**src/rtl/core/fcl_pkg.sv**
```systemverilog
// Shared types, constants and helpers for the dense layer engine.
// No dependencies; fcl_front, fcl_back and the top level import this package.
`timescale 1ns / 1ps
package fcl_pkg;

  localparam int MAX_INPUTS  = 16;
  localparam int MAX_OUTPUTS = 16;
  localparam int BATCH_SLOTS = 8;
  localparam int IDX_W       = 4;
  localparam int SLOT_W      = 3;
  localparam int W_DEPTH     = MAX_INPUTS * MAX_OUTPUTS;
  localparam int A_DEPTH     = BATCH_SLOTS * MAX_INPUTS;
  localparam int W_AW        = $clog2(W_DEPTH);
  localparam int A_AW        = $clog2(A_DEPTH);
  localparam int ACC_W       = 40;

  localparam logic [2:0] MODE_WR_WEIGHT = 3'd0;
  localparam logic [2:0] MODE_WR_BIAS   = 3'd1;
  localparam logic [2:0] MODE_FORWARD   = 3'd2;
  localparam logic [2:0] MODE_BACKWARD  = 3'd3;
  localparam logic [2:0] MODE_RD_WGRAD  = 3'd4;
  localparam logic [2:0] MODE_RD_BGRAD  = 3'd5;

  localparam logic REG_INPUT_COUNT  = 1'b0;
  localparam logic REG_OUTPUT_COUNT = 1'b1;

  typedef enum logic [5:0] {
    OP_WR_WEIGHT = 6'b000001,
    OP_WR_BIAS   = 6'b000010,
    OP_FORWARD   = 6'b000100,
    OP_BACKWARD  = 6'b001000,
    OP_RD_WGRAD  = 6'b010000,
    OP_RD_BGRAD  = 6'b100000
  } op_t;

  typedef struct packed {
    logic [2:0]        mode;
    logic [2:0]        sample;
    logic [3:0]        row;
    logic [3:0]        col;
    logic signed [15:0] value;
    logic              last;
  } in_item_t;

  typedef struct packed {
    logic signed [31:0] result;
    logic [3:0]         index;
    logic               final_res;
  } out_item_t;

  typedef struct packed {
    op_t               op;
    logic [SLOT_W-1:0] sample;
    logic [IDX_W-1:0]  row;
    logic [IDX_W-1:0]  col;
    logic signed [15:0] value;
    logic              last;
  } cmd_t;

  typedef struct packed {
    logic [IDX_W-1:0] ni_m1;
    logic [IDX_W-1:0] no_m1;
  } cfg_t;

  typedef struct packed {
    logic       idle;
    logic [1:0] out_cnt;
  } back_stat_t;

  function automatic logic signed [31:0] sat32(input logic signed [ACC_W-1:0] v);
    logic signed [ACC_W-1:0] hi;
    logic signed [ACC_W-1:0] lo;
    hi = ACC_W'(32'sh7fffffff);
    lo = -ACC_W'(33'sh080000000);
    if (v > hi) sat32 = 32'sh7fffffff;
    else if (v < lo) sat32 = 32'sh80000000;
    else sat32 = v[31:0];
  endfunction

  function automatic logic [IDX_W-1:0] count_m1(input logic [4:0] c);
    logic [4:0] n;
    if (c == 5'd0) n = 5'd1;
    else if (c > 5'(MAX_INPUTS < 16 ? MAX_INPUTS : 16)) n = 5'(MAX_INPUTS < 16 ? MAX_INPUTS : 16);
    else n = c;
    count_m1 = IDX_W'(n - 5'd1);
  endfunction

endpackage

```
**src/rtl/core/fcl_front.sv**
```systemverilog
// Front end: accepts input items, decodes the mode and queues commands.
// Depends on fcl_pkg.
`timescale 1ns / 1ps
module fcl_front (
  input  logic             clk,
  input  logic             rst,
  input  logic             push,
  output logic             full,
  input  fcl_pkg::in_item_t in_item,
  output logic             cmd_valid,
  output fcl_pkg::cmd_t    cmd,
  input  logic             cmd_take
);
  import fcl_pkg::*;

  cmd_t       q [2];
  logic       wr_ptr;
  logic       rd_ptr;
  logic [1:0] cnt;
  logic       dec_ok;
  cmd_t       dec;
  logic       do_push;
  logic       do_pop;

  always_comb begin
    dec_ok     = 1'b1;
    dec.op     = OP_WR_WEIGHT;
    dec.sample = in_item.sample;
    dec.row    = in_item.row;
    dec.col    = in_item.col;
    dec.value  = in_item.value;
    dec.last   = in_item.last;
    case (in_item.mode)
      MODE_WR_WEIGHT: dec.op = OP_WR_WEIGHT;
      MODE_WR_BIAS:   dec.op = OP_WR_BIAS;
      MODE_FORWARD:   dec.op = OP_FORWARD;
      MODE_BACKWARD:  dec.op = OP_BACKWARD;
      MODE_RD_WGRAD:  dec.op = OP_RD_WGRAD;
      MODE_RD_BGRAD:  dec.op = OP_RD_BGRAD;
      default:        dec_ok = 1'b0;
    endcase
  end

  assign full      = (cnt == 2'd2);
  assign cmd_valid = (cnt != 2'd0);
  assign cmd       = q[rd_ptr];
  assign do_push   = push && !full && dec_ok;
  assign do_pop    = cmd_take && cmd_valid;

  always_ff @(posedge clk) begin
    if (do_push) begin
      q[wr_ptr] <= dec;
    end
  end

  always_ff @(posedge clk) begin
    if (rst) begin
      wr_ptr <= 1'b0;
      rd_ptr <= 1'b0;
      cnt    <= 2'd0;
    end else begin
      if (do_push) wr_ptr <= !wr_ptr;
      if (do_pop) rd_ptr <= !rd_ptr;
      cnt <= cnt + 2'(do_push) - 2'(do_pop);
    end
  end

endmodule

```
**config.mk**
```make
export PLATFORM = sky130hd
export DESIGN_NAME = fcl_front
export DESIGN_NICKNAME = d
export VERILOG_FILES = /design/src/rtl/core/fcl_pkg.sv /design/src/rtl/core/fcl_front.sv
export SDC_FILE = /design/constraint.sdc
export NUM_CORES = 1
export LEC_CHECK = 0
export BUFFER_PORTS_ARGS = -buffer_cell sky130_fd_sc_hd__buf_2
export CAP_MARGIN = 20
export CORE_ASPECT_RATIO = 1.25
export CORE_UTILIZATION = 54
export CTS_BUF_LIST = sky130_fd_sc_hd__clkbuf_8
export CTS_CLUSTER_SIZE = 10
export DETAILED_ROUTE_END_ITERATION = 6
export PLACE_DENSITY = 0.81
export SLEW_MARGIN = 20
export SYNTH_ARGS = -nofsm -noshare
export SYNTH_HDL_FRONTEND = slang
export SYNTH_SLANG_ARGS = --single-unit
```
**constraint.sdc**
```tcl
create_clock -name clk -period 3.7 [get_ports clk]
set_input_delay 0.185 -clock clk [delete_from_list [all_inputs] [get_ports clk]]
set_output_delay 0.185 -clock clk [all_outputs]
set_load 0.02 [all_outputs]
```
==> results of run 1 <==
worst max path at each step:
| stage | start | endpoint | slack [ns] | cells after the start |
|---|---|---|---|---|
| 3_3_place_gp | in_item[29] | q[0][12] | 1.59 | 4 |
| 3_5_place_dp | in_item[29] | q[0][17] | 1.59 | 4 |
| 5_1_grt | flop | cmd[30] | 1.32 | 3 |
| 6_report | flop | cmd[26] | 1.42 | 3 |
| 2_1_floorplan | cnt[1] | q[0][0] | 0.96 | 3 |
| 4_1_cts | flop | cmd[26] | 1.41 | 3 |
power by group through the flow:
stage	sequential (mW)	combinational (mW)	clock, mW
floorplan	1.08	0.519	0
global placement	1.11	0.686	0
detailed placement	1.12	0.690	0
CTS	1.10	0.693	0.561
global route	1.11	0.735	0.591
finish	1.10	0.685	0.552
cell type report:
type	instances	area [um^2]
Fill cell	310	1480
Clock buffer	9	124
Multi-Input combinational cell	60	602
Clock inverter	6	51.3
Sequential cell	73	2140
Timing Repair Buffer	71	358
Inverter	2	7.51
Tap cell	60	75.1
cell families after synthesis:
| logic type | share of synthesized area |
|---|---|
| XOR/XNOR | 0.00636 |
| AO/OA/AOI/OAI | 0.00273 |
| adder cells (fa/ha/maj) | 0.0136 |
| buffers and inverters | 0.00953 |
| flip-flops | 0.777 |
| multiplexers | 0.144 |
| AND/OR/NAND/NOR | 0.0459 |
state kept, by name (all words and copies together), names as in the netlist, named ones only:
signal,cells
rd_ptr,1
wr_ptr,1
cnt,2
q,68
worst register-to-register path, stage by stage, from the launching register on:
cell and delay [ns]:
sky130_fd_sc_hd__dfxtp_1 0.34, sky130_fd_sc_hd__nor2b_4 0.14, sky130_fd_sc_hd__or3b_4 0.42, sky130_fd_sc_hd__nor2_4 0.76
metrics by stage:
step	cells	setup WS (ns)	total power, mW
floorplan	139	0.957	1.60
global placement	266	1.59	1.80
detailed placement	266	1.59	1.81
CTS	281	1.41	2.36
global route	281	1.32	2.44
finish	281	1.42	2.34
placed cells by master, fill, tap and decap left out, types with 2 or more instances in the layout:
cell type,netlist,routed
sky130_fd_sc_hd__buf_2,3,70
sky130_fd_sc_hd__clkbuf_8,0,9
sky130_fd_sc_hd__clkinv_1,0,2
sky130_fd_sc_hd__clkinv_2,0,2
sky130_fd_sc_hd__dfxtp_1,5,5
sky130_fd_sc_hd__edfxtp_1,68,68
sky130_fd_sc_hd__ha_1,3,3
sky130_fd_sc_hd__inv_1,2,3
sky130_fd_sc_hd__mux2_2,34,34
sky130_fd_sc_hd__nor2_1,8,6
sky130_fd_sc_hd__nor2_4,0,2
sky130_fd_sc_hd__nor4bb_1,2,2
cell usage after synthesis, drive strengths merged (2+ instances only):
cell type	number	area [um^2]
nor2b	2	20.0
ha	3	37.5
mux2	35	398
nor2	8	30.0
buf	3	15.0
dfxtp	5	100
nor4bb	2	20.0
inv	2	7.51
edfxtp	68	2040
layer usage:
metal | vias up | wire length [um]
met4 | 0 | 82
met2 | 41 | 2280
li1 | 691 | -
met3 | 8 | 173
met1 | 701 | 1650
met5 | - | 0
==> impl_metrics.env, run 1 <==
export IMPL_finalWeightedCongestion=0.706
export IMPL_ctsHoldBuffers=0
export IMPL_worst_slew_margin_rel=0.351
export IMPL_placeableCoreArea_mm2=0.00483
export IMPL_ys_async_sr_fraction=0
export IMPL_worst_hold_slack_ns=0.0439
export IMPL_drc=0
export IMPL_grt_setup_unrepaired="no"
export IMPL_cts_tree="yes"
export IMPL_finalSetupViolCount=0
export IMPL_worst_clock_skew_ns=0.00650
export IMPL_cts_reportedPaths_clkPinSlew_ns=0.07
export IMPL_worst_r2r_endpoint="q[0][13]"
export IMPL_tns_ns=0
export IMPL_fin_util=0.695
export IMPL_drt_total_wl_um=4190
export IMPL_p_int_mw=1.63
export IMPL_worstRegToRegCells=3
export IMPL_first_global_vias=1378
export IMPL_detailed_place_hpwl_um=2790
export IMPL_r2r_start="cnt[1]"
export IMPL_clock_tree_buffer_depth=2
export IMPL_die_w_um=65.9
export IMPL_initial_core_util=0.570
export IMPL_worst_ir_drop_vdd_uv=429
export IMPL_number_of_antenna_violations_at_the_first_check_in_global_routing=0
export IMPL_grt_first_pass_wirelength_um=6170
export IMPL_synth_edf_count=68
export IMPL_groute_layer_met3_usage=0.0583
export IMPL_cts_resized_gates=0
export IMPL_synth_net_count=177
export IMPL_antenna_cells_inserted=0
export IMPL_start_kind="flop"
export IMPL_layout_cells_sized_above_1=0.561
export IMPL_routed_via_density=5.13
export IMPL_post_route_cell_area_mm2=0.00336
export IMPL_cts_root_buffer_cell="sky130_fd_sc_hd__clkbuf_8"
export IMPL_ff2ff_setup_slack_ns=1.66
export IMPL_synth_warning_count=0
export IMPL_critPathBufInv=2
export IMPL_critPathMaxStageDelay_ns=0.85
export IMPL_p_leak_nw=1.29
export IMPL_drt_pass1_iterations=4
export IMPL_power_switching_fraction=0.303
export IMPL_power_density_mw_per_mm2=696
export IMPL_final_hold_violation_count=0
export IMPL_buffer_ports_inserted=70
export IMPL_routed_via_count=1441
export IMPL_timing_final_max_slew_violations=0
export IMPL_power_combinational_fraction=0.293
export IMPL_grt_util_met2=0.287
export IMPL_dieHeight_um=81.9
export IMPL_number_of_rows_created_at_floorplan=28
export IMPL_io_pin_count=71
export IMPL_area_added_between_synthesis_and_finish_pct=21.9
export IMPL_synth_ff_type="sky130_fd_sc_hd__edfxtp_1"
export IMPL_cts_num_sinks=73
export IMPL_synth_sequential_area_ratio=0.777
export IMPL_post_drt_antenna_nets=0
export IMPL_hold_path_cell_count=1
export IMPL_crit_path_end_kind="output port"
export IMPL_switching_power_uw=708
export IMPL_source_of_the_worst_hold_timing_path="in_item[10]"
export IMPL_floorplan_die_area_mm2=0.00539
export IMPL_htree_levels=3
export IMPL_worst_hold_path_endpoint="q[0][10]"
export IMPL_syn_instance_count=139
export IMPL_cp_data_arrival_time_ns=2.10
export IMPL_worstSetupPathType="reg2out"
export IMPL_cts_buffers=9
export IMPL_post_cts_repair_setup_buffers=0
export IMPL_dpl_cell_area_mm2=0.00318
export IMPL_clk_latency_ns=0.32
export IMPL_max_cap_violations=0
export IMPL_maximum_fanout_along_the_worst_path=18
export IMPL_syn_area_per_cell_um2=19.8
export IMPL_tightestPinTransition_ns=0.971
export IMPL_seq_power_share=0.471
export IMPL_upper_clock_frequency_limit_mhz=438
export IMPL_outcome="complete, no violations"
export IMPL_critical_path_required_ns=3.51
export IMPL_period_share=0.616
export IMPL_grt_max_degree=35
export IMPL_layout_nets=255
export IMPL_power_share_clock=0.236
export IMPL_timing_critical_path_max_delay_family="flip-flops"
export IMPL_grt_busiest_layer="met2"
export IMPL_grt_total_usage=0.164
export IMPL_timing_critical_path_slowest_stage_cell="sky130_fd_sc_hd__dfxtp_1"
export IMPL_gr_usage_met1=0.172
export IMPL_drt_wirelength_per_cell_um=14.9
export IMPL_synthesis_area_mm2=0.00276
export IMPL_synth_seq_cells=73
export IMPL_holdCritPathClass="in2reg"
export IMPL_critical_path_cell_chain="buf_4, mux2_2, buf_2"
export IMPL_min_period_ns=2.28
export IMPL_detailedRoute_firstIterationViolations=51
export IMPL_synthDistinctLibCells=22
export IMPL_grt_overflow=0
No activity file was read; power rests on OpenSTA's default activity.
==> run 2, diff against run 1 <==
CORE_UTILIZATION = 49   (was 54)
PLACE_DENSITY = 0.78   (was 0.81)
clock period = 2.05 ns   (was 3.7 ns; I/O delays follow)
==> run 2 against run 1 <==
Compared with the run above:
- via count rose by 8.7%
- final cell count rose by 13%
- critical path type is now reg2reg
- combinational power rose by 100%
- clock skew fell by 0.00063 ns
- global-route usage rose by 0.92 points
- largest cell class unchanged
- first-iteration DRC count rose by 140%
- sequential cell count did not move
- power rose by 80%
- die area rose by 9.9%
- hold slack improved by 0.082 ns
==> impl_metrics.env, run 2 (synthesis results as in run 1) <==
export IMPL_outcome="complete, no violations"
export IMPL_grt_setup_unrepaired="no"
export IMPL_cts_reportedPaths_clkPinSlew_ns=0.07
export IMPL_tightestPinTransition_ns=0.338
export IMPL_seq_power_share=0.460
export IMPL_power_combinational_fraction=0.329
export IMPL_worst_hold_path_endpoint="q[1][32]"
export IMPL_drt_pass1_iterations=4
export IMPL_area_added_between_synthesis_and_finish_pct=33.6
export IMPL_power_switching_fraction=0.312
export IMPL_antenna_cells_inserted=0
export IMPL_p_leak_nw=1.42
export IMPL_period_share=0.945
export IMPL_critPathMaxStageDelay_ns=0.43
export IMPL_largest_register_ffs=68
export IMPL_tns_ns=0
export IMPL_clock_tree_buffer_depth=2
export IMPL_cts_root_buffer_cell="sky130_fd_sc_hd__clkbuf_8"
export IMPL_hold_path_cell_count=2
export IMPL_max_cap_violations=0
export IMPL_crit_path_launch="cnt[1]"
export IMPL_worstRegToRegCells=8
export IMPL_worst_clock_skew_ns=0.00587
export IMPL_routed_via_count=1567
export IMPL_post_drt_antenna_nets=0
export IMPL_grt_max_degree=35
export IMPL_cts_resized_gates=0
export IMPL_power_share_clock=0.211
export IMPL_first_global_vias=1605
export IMPL_min_period_ns=1.94
export IMPL_cp_common_cell="sky130_fd_sc_hd__ha_1"
export IMPL_worst_r2r_endpoint="cnt[1]"
export IMPL_initial_core_util=0.510
export IMPL_r2r_start="cnt[1]"
export IMPL_finalWeightedCongestion=0.665
export IMPL_detailedRoute_firstIterationViolations=121
export IMPL_multi_input_area_um2=602
export IMPL_layout_cells_sized_above_1=0.502
export IMPL_grt_overflow=0
export IMPL_cts_tree="yes"
export IMPL_fin_cells=317
export IMPL_post_place_cells=273
export IMPL_largest_register="q"
export IMPL_floorplan_die_area_mm2=0.00593
export IMPL_die_w_um=69.1
export IMPL_placeableCoreArea_mm2=0.00541
export IMPL_maximum_fanout_along_the_worst_path=5
export IMPL_finalSetupViolCount=0
export IMPL_register_area_mm2=0.00214
export IMPL_drt_total_wl_um=4790
export IMPL_cts_buffers=9
export IMPL_drc=0
export IMPL_start_kind="flop"
export IMPL_clk_latency_ns=0.33
export IMPL_cts_num_sinks=73
export IMPL_holdCritPathClass="in2reg"
export IMPL_io_pin_count=71
export IMPL_power_density_mw_per_mm2=1140
export IMPL_timing_final_max_slew_violations=0
export IMPL_final_hold_violation_count=0
export IMPL_worst_ir_drop_vdd_uv=747
export IMPL_layout_nets=287
export IMPL_number_of_antenna_violations_at_the_first_check_in_global_routing=0
export IMPL_largestRegisters="q: 68 flops, cnt: 2 flops"
export IMPL_cp_data_arrival_time_ns=2.19
export IMPL_post_layout_total_power_mw=4.20
export IMPL_detailed_place_hpwl_um=2960
export IMPL_htree_levels=3
export IMPL_ff2ff_setup_slack_ns=0.11
export IMPL_critical_path_required_ns=2.30
export IMPL_switching_power_mw=1.31
export IMPL_grt_first_pass_wirelength_um=7690
export IMPL_final_common_cell="sky130_fd_sc_hd__buf_2"
export IMPL_buffer_ports_inserted=70
export IMPL_dieHeight_um=85.8
export IMPL_routed_via_density=4.94
export IMPL_grt_total_usage=0.173
export IMPL_timing_critical_path_slowest_stage_cell="sky130_fd_sc_hd__or3b_4"
export IMPL_critical_path_cell_chain="nor2b_4, or3b_4, ha_1, inv_1, ha_1, xor2_1, and2_2, nor3_1"
export IMPL_post_route_cell_area_mm2=0.00368
export IMPL_number_of_rows_created_at_floorplan=30
export IMPL_p_int_mw=2.89
export IMPL_worst_slew_margin_rel=0.771
export IMPL_drt_wirelength_per_cell_um=15.1
export IMPL_upper_clock_frequency_limit_mhz=516
export IMPL_fillerInstances=390
export IMPL_crit_path_end_kind="flop"
export IMPL_fin_util=0.681
export IMPL_worstSetupPathType="reg2reg"
export IMPL_dpl_cell_area_mm2=0.00324
export IMPL_most_common_layout_cells="70 x sky130_fd_sc_hd__buf_2, 68 x sky130_fd_sc_hd__edfxtp_1, 34 x sky130_fd_sc_hd__mux2_2"
export IMPL_source_of_the_worst_hold_timing_path="in_item[28]"
-- run 2: power by group through the flow --
stage	Clock [mW]	Sequential (mW)	Combinational, mW
after floorplan	0	1.94	0.940
after global placement	0	1.95	1.34
after detailed placement	0	1.97	1.35
after CTS	0.915	1.93	1.40
after global routing	0.965	1.95	1.48
final	0.888	1.93	1.38
-- run 2: repair_timing --
item                       CTS  global route
setup endpoints to repair    0             0
hold buffers                29             0
hold endpoints to repair    59             0
setup buffers                0             0
-- run 2: critical path: cells and delay by family (launching register included) --
kind / cells / cell delay [ns]
and+or+nand+nor: 4 / 0.86
adders and majority gates: 2 / 0.47
DFF: 1 / 0.34
xor gates and xnor gates: 1 / 0.15
buffers and inverters: 1 / 0.04
-- run 2: through the flow --
step           setup slack (ns)  hold WS [ns]
2_1_floorplan            -0.134         0.174
3_3_place_gp              0.177         0.290
3_5_place_dp              0.116         0.294
4_1_cts                  0.0961         0.113
5_1_grt                  0.0122         0.126
6_report                  0.113         0.126
-- run 2: how the worst max path moves through the flow --
| stage | end | cells after the start |
|---|---|---|
| 2_1_floorplan | q[0][0] | 3 |
| 3_3_place_gp | cnt[1] | 9 |
| 3_5_place_dp | cnt[1] | 8 |
| 4_1_cts | cnt[1] | 8 |
| 5_1_grt | cnt[1] | 8 |
| 6_report | cnt[1] | 8 |
-- run 2: cell type report --
type	instances	area share
sequential	73	0.582
timing repair buffer	103	0.189
multi-input combinational	60	0.164
clock buffer	9	0.0337
tap	64	0.0218
clock inverter	6	0.00782
inverter	2	0.00204
-- run 2: layer usage --
metal,vias up,track usage,wire (um)
met2,51,0.282,2430
met4,0,0.0761,75
met5,-,0,0
met1,753,0.207,2040
li1,754,-,-
met3,9,0.0635,251
